--- config.mk ---
export PLATFORM = sky130hd
export DESIGN_NAME = life_automaton_step
export DESIGN_NICKNAME = d
export VERILOG_FILES = /design/src/rtl/core/life_pkg.sv /design/src/rtl/core/life_automaton_step.sv /design/src/rtl/core/life_ram.sv /design/src/rtl/core/life_rule.sv
export SDC_FILE = /design/constraint.sdc
export NUM_CORES = 2
export LEC_CHECK = 0
export BUFFER_PORTS_ARGS = -buffer_cell sky130_fd_sc_hd__buf_2
export CAP_MARGIN = 15
export CORE_AREA = 2 2 304 306
export DETAILED_ROUTE_END_ITERATION = 10
export DIE_AREA = 0 0 306 308
export GPL_TIMING_DRIVEN = 1
export HOLD_SLACK_MARGIN = 0.02
export PLACE_DENSITY = 0.84
export SETUP_SLACK_MARGIN = 0.3
export SLEW_MARGIN = 30
export SYNTH_ARGS = -nofsm -noshare
export SYNTH_HDL_FRONTEND = slang
export SYNTH_SLANG_ARGS = --single-unit
--- constraint.sdc ---
create_clock -name clk -period 12.75 [get_ports clk]
set_input_delay 0.6375 -clock clk [delete_from_list [all_inputs] [get_ports clk]]
set_output_delay 0.6375 -clock clk [all_outputs]
set_load 0.03 [all_outputs]
--- src/rtl/core/life_pkg.sv ---
// ----------------------------------------------------------------------------
// life_pkg
// Shared types, sizes and helpers for the life automaton step block.
// ----------------------------------------------------------------------------
package life_pkg;

  // Board geometry
  localparam int ROWS  = 32;
  localparam int COLS  = 32;
  localparam int CELLS = ROWS * COLS;
  localparam int RW    = $clog2(ROWS);
  localparam int CW    = $clog2(COLS);
  localparam int PW    = $clog2(COLS + 2);
  localparam int CNT_W = $clog2(CELLS + 1);

  // The 11-bit reported count fields saturate at this value
  localparam int COUNT_MAX = 2047;

  // Operation codes
  typedef enum logic [1:0] {
    OP_WRITE = 2'd0,
    OP_READ  = 2'd1,
    OP_STEP  = 2'd2,
    OP_CLEAR = 2'd3
  } op_t;

  // Sequencer states
  typedef enum logic [2:0] {
    S_IDLE,
    S_CELL,
    S_LOAD,
    S_LOAD2,
    S_SWEEP,
    S_ROWEND,
    S_SHIFT,
    S_FINISH
  } state_t;

  typedef struct packed {
    op_t        opcode;
    logic [4:0] row;
    logic [4:0] col;
    logic       alive;
  } in_item_t;

  typedef struct packed {
    logic        cell_value;
    logic [10:0] live_count;
    logic [10:0] births_step;
    logic [10:0] deaths_step;
    logic [31:0] births_total;
    logic [31:0] deaths_total;
    logic [31:0] steps_total;
  } out_item_t;

  // Verdict of the rule unit for one cell
  typedef struct packed {
    logic alive_next;
    logic born;
    logic died;
  } rule_res_t;

  // Clamp a board-wide count to the 11-bit report field
  function automatic logic [10:0] sat_count(input logic [CNT_W-1:0] v);
    logic [10:0] r;
    if (32'(v) > 32'(COUNT_MAX)) begin
      r = 11'h7ff;
    end else begin
      r = 11'(v);
    end
    return r;
  endfunction

  // Saturating 32-bit add
  function automatic logic [31:0] sat_add(input logic [31:0] a, input logic [31:0] b);
    logic [32:0] s;
    s = {1'b0, a} + {1'b0, b};
    return s[32] ? 32'hffff_ffff : s[31:0];
  endfunction

endpackage

--- src/rtl/core/life_automaton_step.sv ---
// ----------------------------------------------------------------------------
// life_automaton_step
// Game of Life board with cell access, clear and B3/S23 generation step.
// ----------------------------------------------------------------------------
// Usage:
//   Present an item on cmd and raise start; it is taken at an edge where
//   busy is low. Exactly one result follows on result, marked by done for
//   a single cycle; the receiver cannot stall it, so sample it then.
//   Steps from the accepting edge to the done cycle:
//     clear          : row flags dropped, then done
//     read, write    : one board row read, then write-back
//     generation step: rows swept in order by the single rule unit,
//                      which evaluates one cell per cycle within a row
//                      while the board row RAM streams rows in and out.
//   busy stays high from acceptance through the done cycle, so one item is
//   in flight at a time; the next can be taken the cycle after done.
//   The board is a RAM of ROWS words of COLS bits with one valid flag per
//   row; reset and clear drop the flags, so the board reads dead at once
//   with no clearing pass. Reset also zeroes all reported counters.
// ----------------------------------------------------------------------------
module life_automaton_step (
  input  logic                clk,
  input  logic                rst,
  input  logic                start,
  input  life_pkg::in_item_t  cmd,
  output logic                busy,
  output logic                done,
  output life_pkg::out_item_t result
);

  life_pkg::state_t  state, state_next;
  life_pkg::in_item_t cmd_q;

  logic [life_pkg::ROWS-1:0]  row_valid;
  logic                       rd_valid;
  logic [life_pkg::RW-1:0]    ram_raddr;
  logic [life_pkg::RW-1:0]    ram_waddr;
  logic [life_pkg::COLS-1:0]  ram_wdata;
  logic [life_pkg::COLS-1:0]  ram_rdata;
  logic                       ram_we;
  logic [life_pkg::COLS-1:0]  row_data;

  logic [life_pkg::COLS-1:0]  prev_row, cur_row, next_row, new_row;
  logic [life_pkg::RW-1:0]    r;
  logic [life_pkg::CW-1:0]    c;
  logic [life_pkg::CNT_W-1:0] born_cnt, died_cnt, live;
  logic [10:0]                births_last, deaths_last;
  logic [31:0]                births_sum, deaths_sum, step_count;
  logic                       cell_q;

  logic                       accept;
  logic                       on_board;
  logic                       is_write;
  logic [life_pkg::RW-1:0]    row_i;
  logic [life_pkg::CW-1:0]    col_i;
  logic                       old_bit;
  logic [life_pkg::COLS-1:0]  merged_row;
  logic [life_pkg::COLS+1:0]  pad_prev, pad_cur, pad_next;
  logic [life_pkg::PW-1:0]    win;
  life_pkg::rule_res_t        res;
  logic                       last_col, last_row;
  logic [life_pkg::CNT_W:0]   live_step;

  // Board row storage
  life_ram #(
    .WIDTH (life_pkg::COLS),
    .DEPTH (life_pkg::ROWS)
  ) u_board (
    .clk   (clk),
    .we    (ram_we),
    .waddr (ram_waddr),
    .wdata (ram_wdata),
    .raddr (ram_raddr),
    .rdata (ram_rdata)
  );

  // Track row validity alongside the registered read
  always_ff @(posedge clk) begin
    rd_valid <= row_valid[ram_raddr];
  end

  // Decode the held item and the current row
  always_comb begin
    row_data   = ram_rdata & {life_pkg::COLS{rd_valid}};
    row_i      = life_pkg::RW'(cmd_q.row);
    col_i      = life_pkg::CW'(cmd_q.col);
    on_board   = (32'(cmd_q.row) < 32'(life_pkg::ROWS))
              && (32'(cmd_q.col) < 32'(life_pkg::COLS));
    is_write   = (cmd_q.opcode == life_pkg::OP_WRITE);
    old_bit    = row_data[col_i];
    merged_row = row_data;
    merged_row[col_i] = cmd_q.alive;
    last_col   = (c == life_pkg::CW'(life_pkg::COLS - 1));
    last_row   = (r == life_pkg::RW'(life_pkg::ROWS - 1));
    live_step  = ({1'b0, live} + (life_pkg::CNT_W + 1)'(born_cnt))
               - (life_pkg::CNT_W + 1)'(died_cnt);
  end

  // Pad rows with dead cells at both edges and pick the 3x3 window
  always_comb begin
    pad_prev = {1'b0, prev_row, 1'b0};
    pad_cur  = {1'b0, cur_row, 1'b0};
    pad_next = {1'b0, next_row, 1'b0};
    win      = life_pkg::PW'(c);
  end

  life_rule u_rule (
    .above  (pad_prev[win +: 3]),
    .middle (pad_cur[win +: 3]),
    .below  (pad_next[win +: 3]),
    .res    (res)
  );

  // State register
  always_ff @(posedge clk) begin
    if (rst) begin
      state <= life_pkg::S_IDLE;
    end else begin
      state <= state_next;
    end
  end

  // Next state and RAM control
  always_comb begin
    state_next = state;
    ram_raddr  = life_pkg::RW'(cmd.row);
    ram_we     = 1'b0;
    ram_waddr  = r;
    ram_wdata  = new_row;
    unique case (state)
      life_pkg::S_IDLE: begin
        if (accept) begin
          unique case (cmd.opcode)
            life_pkg::OP_WRITE, life_pkg::OP_READ: begin
              state_next = life_pkg::S_CELL;
            end
            life_pkg::OP_STEP: begin
              ram_raddr  = '0;
              state_next = life_pkg::S_LOAD;
            end
            life_pkg::OP_CLEAR: begin
              state_next = life_pkg::S_FINISH;
            end
            default: state_next = life_pkg::S_IDLE;
          endcase
        end
      end
      life_pkg::S_CELL: begin
        ram_we     = is_write && on_board;
        ram_waddr  = row_i;
        ram_wdata  = merged_row;
        state_next = life_pkg::S_FINISH;
      end
      life_pkg::S_LOAD: begin
        ram_raddr  = life_pkg::RW'(1);
        state_next = life_pkg::S_LOAD2;
      end
      life_pkg::S_LOAD2: begin
        state_next = life_pkg::S_SWEEP;
      end
      life_pkg::S_SWEEP: begin
        if (last_col) begin
          state_next = life_pkg::S_ROWEND;
        end
      end
      life_pkg::S_ROWEND: begin
        ram_we     = 1'b1;
        ram_raddr  = r + life_pkg::RW'(2);
        state_next = last_row ? life_pkg::S_FINISH : life_pkg::S_SHIFT;
      end
      life_pkg::S_SHIFT: begin
        state_next = life_pkg::S_SWEEP;
      end
      life_pkg::S_FINISH: begin
        state_next = life_pkg::S_IDLE;
      end
      default: state_next = life_pkg::S_IDLE;
    endcase
  end

  // Counters, row flags and the result strobe
  always_ff @(posedge clk) begin
    if (rst) begin
      row_valid   <= '0;
      live        <= '0;
      births_last <= '0;
      deaths_last <= '0;
      births_sum  <= '0;
      deaths_sum  <= '0;
      step_count  <= '0;
      done        <= 1'b0;
    end else begin
      done <= (state == life_pkg::S_FINISH);
      unique case (state)
        life_pkg::S_IDLE: begin
          // Drop all rows at once on clear
          if (accept && (cmd.opcode == life_pkg::OP_CLEAR)) begin
            row_valid <= '0;
            live      <= '0;
          end
        end
        life_pkg::S_CELL: begin
          // Adjust the live count by the change of the written cell
          if (is_write && on_board) begin
            row_valid[row_i] <= 1'b1;
            if (cmd_q.alive && !old_bit) begin
              live <= live + life_pkg::CNT_W'(1);
            end else if (!cmd_q.alive && old_bit) begin
              live <= live - life_pkg::CNT_W'(1);
            end
          end
        end
        life_pkg::S_ROWEND: begin
          row_valid[r] <= 1'b1;
        end
        life_pkg::S_FINISH: begin
          // Fold the step tallies into the totals
          if (cmd_q.opcode == life_pkg::OP_STEP) begin
            live        <= life_pkg::CNT_W'(live_step);
            births_last <= life_pkg::sat_count(born_cnt);
            deaths_last <= life_pkg::sat_count(died_cnt);
            births_sum  <= life_pkg::sat_add(births_sum, 32'(born_cnt));
            deaths_sum  <= life_pkg::sat_add(deaths_sum, 32'(died_cnt));
            step_count  <= life_pkg::sat_add(step_count, 32'd1);
          end
        end
        default: ;
      endcase
    end
  end

  // Item capture and sweep datapath
  always_ff @(posedge clk) begin
    unique case (state)
      life_pkg::S_IDLE: begin
        if (accept) begin
          cmd_q    <= cmd;
          cell_q   <= 1'b0;
          born_cnt <= '0;
          died_cnt <= '0;
          r        <= '0;
          prev_row <= '0;
        end
      end
      life_pkg::S_CELL: begin
        if (on_board) begin
          cell_q <= is_write ? cmd_q.alive : old_bit;
        end
      end
      life_pkg::S_LOAD: begin
        cur_row <= row_data;
      end
      life_pkg::S_LOAD2: begin
        next_row <= row_data;
        c        <= '0;
      end
      life_pkg::S_SWEEP: begin
        // Evaluate one cell per cycle
        new_row[c] <= res.alive_next;
        born_cnt   <= born_cnt + life_pkg::CNT_W'(res.born);
        died_cnt   <= died_cnt + life_pkg::CNT_W'(res.died);
        if (on_board && (r == row_i) && (c == col_i)) begin
          cell_q <= res.alive_next;
        end
        c <= c + life_pkg::CW'(1);
      end
      life_pkg::S_ROWEND: begin
        // Slide the three-row window down
        prev_row <= cur_row;
        cur_row  <= next_row;
        r        <= r + life_pkg::RW'(1);
      end
      life_pkg::S_SHIFT: begin
        next_row <= ((32'(r) + 32'd1) < 32'(life_pkg::ROWS)) ? row_data : '0;
        c        <= '0;
      end
      default: ;
    endcase
  end

  // Present the result from the held state
  always_comb begin
    busy                = (state != life_pkg::S_IDLE) || done;
    accept              = start && !busy;
    result.cell_value   = cell_q;
    result.live_count   = life_pkg::sat_count(live);
    result.births_step  = births_last;
    result.deaths_step  = deaths_last;
    result.births_total = births_sum;
    result.deaths_total = deaths_sum;
    result.steps_total  = step_count;
  end

`ifndef SYNTH
  // An accepted item keeps the block busy on the next cycle
  a_accept_busy: assert property (@(posedge clk) disable iff (rst)
    (start && !busy) |=> busy)
    else $error("busy not raised after accepted item");

  // Live count never exceeds the board size
  a_live_range: assert property (@(posedge clk) disable iff (rst)
    32'(live) <= 32'(life_pkg::CELLS))
    else $error("live count out of range");

  // A clear reports an empty board and a dead cell
  a_clear_empty: assert property (@(posedge clk) disable iff (rst)
    (done && (cmd_q.opcode == life_pkg::OP_CLEAR))
      |-> ((result.live_count == 11'd0) && !result.cell_value))
    else $error("clear left live cells");

  // The step counter moves only on a finished generation step
  a_step_count: assert property (@(posedge clk) disable iff (rst)
    (step_count != $past(step_count))
      |-> (done && (cmd_q.opcode == life_pkg::OP_STEP)))
    else $error("step counter changed outside a step");
`endif

endmodule

--- src/rtl/core/life_ram.sv ---
// ----------------------------------------------------------------------------
// life_ram
// Generic simple dual-port RAM: one write port, one read port, registered read.
// ----------------------------------------------------------------------------
module life_ram #(
  parameter int WIDTH = 8,
  parameter int DEPTH = 16
) (
  input  logic                     clk,
  input  logic                     we,
  input  logic [$clog2(DEPTH)-1:0] waddr,
  input  logic [WIDTH-1:0]         wdata,
  input  logic [$clog2(DEPTH)-1:0] raddr,
  output logic [WIDTH-1:0]         rdata
);

  logic [WIDTH-1:0] mem [DEPTH];

  // Write port
  always_ff @(posedge clk) begin
    if (we) begin
      mem[waddr] <= wdata;
    end
  end

  // Registered read port
  always_ff @(posedge clk) begin
    rdata <= mem[raddr];
  end

endmodule

--- src/rtl/core/life_rule.sv ---
// ----------------------------------------------------------------------------
// life_rule
// Shared cell unit: counts the eight neighbours and applies rule B3/S23.
// ----------------------------------------------------------------------------
module life_rule (
  input  logic [2:0]           above,
  input  logic [2:0]           middle,
  input  logic [2:0]           below,
  output life_pkg::rule_res_t  res
);

  logic [3:0] nbr;
  logic       cur;

  // Count live neighbours; the middle bit of the middle window is the cell
  always_comb begin
    cur = middle[1];
    nbr = 4'(above[0]) + 4'(above[1]) + 4'(above[2])
        + 4'(middle[0]) + 4'(middle[2])
        + 4'(below[0]) + 4'(below[1]) + 4'(below[2]);
  end

  // Survive on two or three, birth on exactly three
  always_comb begin
    res.alive_next = (nbr == 4'd3) || (cur && (nbr == 4'd2));
    res.born       = !cur && (nbr == 4'd3);
    res.died       = cur && (nbr != 4'd2) && (nbr != 4'd3);
  end

endmodule
==> results.toml <==
[status]
result_of_the_run = "finished, final reports clean"

[clocking]
cts_tree = "done"
numCtsBuffers = 138
post_cts_buffers = 0
cts.clk_slew.worst_paths_ns = 0.06
cts.sinks = 1396
worstSkewPairLatency_ns = 0.78
cts.root.buffer_cell = "sky130_fd_sc_hd__clkbuf_16"
max_clock_buf_depth = 3
clock_tree.htree_level_count = 4
cts_resized = 0
cts.hold.buffers_added = 0

[logic_synthesis]
yosys_warnings = 0
synth.lib_cells_used.distinct = 78
synth_enable_flop_cells = 1198
syn-instance-count = 4737
synth.net_count = 4832
synth_area_leader_cell = "sky130_fd_sc_hd__edfxtp_1"
netlist_top_cells_area = "sky130_fd_sc_hd__edfxtp_1, sky130_fd_sc_hd__dfxtp_1, sky130_fd_sc_hd__mux2i_1"
ys_seq_elements = 1396
ys_dominant_reg_cell = "sky130_fd_sc_hd__edfxtp_1"
synth.top_cell.area_share_pct = 59.4
async_reset_ff_share_pct = 0
synth_seq_area_share_pct = 66.0
syn_area_um2 = 60500
per_instance_average_area_after_synthesis_um2 = 12.8

[sta]
postLayoutSetupSlackWorst_ns = 6.17
clock-skew-final_ns = 0.0328
setup_violations = 0
finalCriticalPeriod_ns = 6.58
fin_hold_ws_ns = 0.0649
report.final.slew_viol_count = 0
worst_pin_slew_ns = 1.12
tns_ns = 0
fmax_ghz = 0.152
unrepaired_setup_endpoints_after_global_routing = "no"
timing.slew.headroom_pct = 24.3
hold_viol = 0
fin_crit_sh_pct = 51.6

[final_layout]
stdcell_count = 6115
antenna_cells_inserted = 0
design_area_um2 = 67500
nFillCells = 5220
area_delta_synth_final_pct = 11.4
nets = 4910
finish.utilization_pct = 74.2
proportion_of_layout_cells_with_a_drive_suffix_above_1_pct = 12.6

[global_routing]
globalRoute.totalOverflow = 0
grt_first_pass_wirelength_mm = 245
grt_start_max_net_pins = 153
number_of_global_route_vias_before_repair = 40900
antenna_violations_before_repair = 1
grt_util_all_layers_pct = 34.7

[placement]
place_inst = 5861
placement.setup.worst_slack_ns = 6.16
io_buffer_count = 147
placed_area_um2 = 62800
gp_congestion = 0.927
dpl.hpwl_mm = 92.0

[pwr]
power-per-cell-area_nw_per_um2 = 238
total_leakage_power_nw = 23.7
total_power_mw = 16.1
vdd.ir_drop.worst_uv = 263

[critical_path]
timing.critical_path.slowest_stage_cell = "sky130_fd_sc_hd__buf_4"
critical_path_max_stage_delay_ns = 0.71
cpLargestDelayFamily = "adder cells"
worst_ep_arrival_time_ns = 7.06
endpoint_kind = "register"
cp_common_cell = "sky130_fd_sc_hd__fa_1"
worstPathBufferInverterCount = 1
worst_setup_path_start_kind = "register"
crit_required_ns = 13.23
worstPathCellList = "buf_4 -> mux4_2 -> mux4_2 -> o21ai_0 -> fa_1 -> fa_1 -> fa_1 -> fa_1 -> nor2_1 -> nand3_1 -> a21o_1 -> nor3b_1 -> ha_1 -> ha_1 -> and3_1 -> nand3_1 -> xnor2_1 -> nor2_1"
largest_fanout_on_the_critical_path = 60
crit_type = "register to register"
worstSetupStartpoint = "c[1]"
crit-reg2reg-launch = "c[1]"

[floorplan]
die-area_um2 = 94200
ioPinCount = 148
die_width_um = 306
floorplan.initialDensity_pct = 66.6
fp.coreArea_um2 = 91000
std_cell_rows = 111
floorplan.die.height_um = 308

[route]
number_of_design_rule_violations_left_by_the_first_detailed_router_iteration = 7155
detail_route.wirelength.met1_mm = 58.3
wl_mm = 165
route.detailed.drc = 0
route.detailed.vias_per_inst = 6.93
wl_per_cell_um = 27.1
detailroute.wirelength.met2_mm = 75.1
route.vias.total = 42400
top_layer_used = "met4"
met3RoutedLength_mm = 22.1
postRouteAntennaNets = 0
drtPass1Iterations = 10

[run]
cap_viol_max_count = 0

[hold_path]
holdCritPathClass = "primary input to register"
hold_path_startpoint = "cmd[4]"
-- cell usage after synthesis (all sizes together), types with 10 or more instances --
master,instances
a211oi,46
a21o,10
a21oi,165
a22o,32
a22oi,10
a311oi,26
a31oi,151
a32oi,100
and2,56
and3,36
and4,20
buf,133
clkbuf,166
dfxtp,198
edfxtp,1198
fa,17
ha,62
inv,71
mux2i,322
mux4,59
nand2,827
nand2b,19
nand3,249
nand4,18
nor2,279
nor2b,27
nor3,38
nor4,47
o211ai,10
o21ai,104
o22ai,44
xnor2,45
xor2,57
-- placed cells by master (no fill, tap or decap), types with 35 or more instances in the layout --
| master | synthesis | routed |
|---|---|---|
| sky130_fd_sc_hd__edfxtp_1 | 1198 | 1198 |
| sky130_fd_sc_hd__dfxtp_1 | 198 | 198 |
| sky130_fd_sc_hd__mux2i_1 | 322 | 322 |
| sky130_fd_sc_hd__xnor2_1 | 45 | 45 |
| sky130_fd_sc_hd__clkbuf_1 | 165 | 35 |
| sky130_fd_sc_hd__nor2_1 | 278 | 239 |
| sky130_fd_sc_hd__o22ai_1 | 44 | 44 |
| sky130_fd_sc_hd__ha_1 | 62 | 62 |
| sky130_fd_sc_hd__buf_4 | 31 | 87 |
| sky130_fd_sc_hd__nand3_1 | 248 | 246 |
| sky130_fd_sc_hd__buf_2 | 72 | 146 |
| sky130_fd_sc_hd__o21ai_0 | 101 | 68 |
| sky130_fd_sc_hd__nor3_1 | 37 | 37 |
| sky130_fd_sc_hd__xor2_1 | 57 | 57 |
| sky130_fd_sc_hd__and3_1 | 36 | 36 |
| sky130_fd_sc_hd__a211oi_1 | 46 | 46 |
| sky130_fd_sc_hd__a32oi_1 | 100 | 100 |
| sky130_fd_sc_hd__a21oi_1 | 155 | 154 |
| sky130_fd_sc_hd__and2_1 | 56 | 56 |
| sky130_fd_sc_hd__inv_1 | 71 | 71 |
| sky130_fd_sc_hd__a31oi_1 | 151 | 151 |
| sky130_fd_sc_hd__nand2_1 | 827 | 827 |
| sky130_fd_sc_hd__nor2_4 | 0 | 39 |
| sky130_fd_sc_hd__mux4_2 | 59 | 59 |
| sky130_fd_sc_hd__nor4_1 | 46 | 43 |
| sky130_fd_sc_hd__clkbuf_16 | 0 | 141 |
-- final timing paths --
kind,endpoint,slack (ns),cells past startpoint
worst max-delay path,born_cnt[6],6.17,18
worst min-delay path,col_i[3],0.06,1
worst max register to register,born_cnt[6],6.17,18
worst min register to register,deaths_last[7],0.45,2
-- kinds of logic after synthesis --
| logic type | share of synthesized area (%) |
|---|---|
| DFF | 66.0 |
| xor gates and xnor gates | 1.48 |
| buffers and inverters | 2.67 |
| AOI/OAI and AO/OA | 8.29 |
| muxes | 7.67 |
| adders and majority gates | 1.84 |
| and+or+nand+nor | 12.1 |
-- area by class of cell --
type	count	area (µm²)	share of cell area, %
clock buffer	191	3870	5.73
clock inverter	63	776	1.15
tap	1186	1480	2.20
multi-input combinational	2970	19700	29.2
inverter	72	270	0.401
timing repair buffer	237	1450	2.14
sequential	1396	39900	59.2
-- layer usage --
layer | GRT usage, % | up-vias
li1 | - | 17900
met1 | 45.5 | 20400
met2 | 53.1 | 3375
met3 | 9.14 | 707
met4 | 19.6 | 0
met5 | 0 | -
-- where the power goes --
| part | switching [mW] | internal, mW |
|---|---|---|
| clock | 1.75 | 2.41 |
| combinational | 3.86 | 1.78 |
| sequential | 0.335 | 5.93 |
-- sequential cells by signal, summed over array words and instances (netlist names), 32 cells and up --
register,flops
next_row,32
step_count,32
deaths_sum,32
new_row,32
row_valid,32
cur_row,32
births_sum,32
prev_row,32
u_board.mem,1024
u_board.rdata,32
No activity file was read; power rests on OpenSTA's default activity.
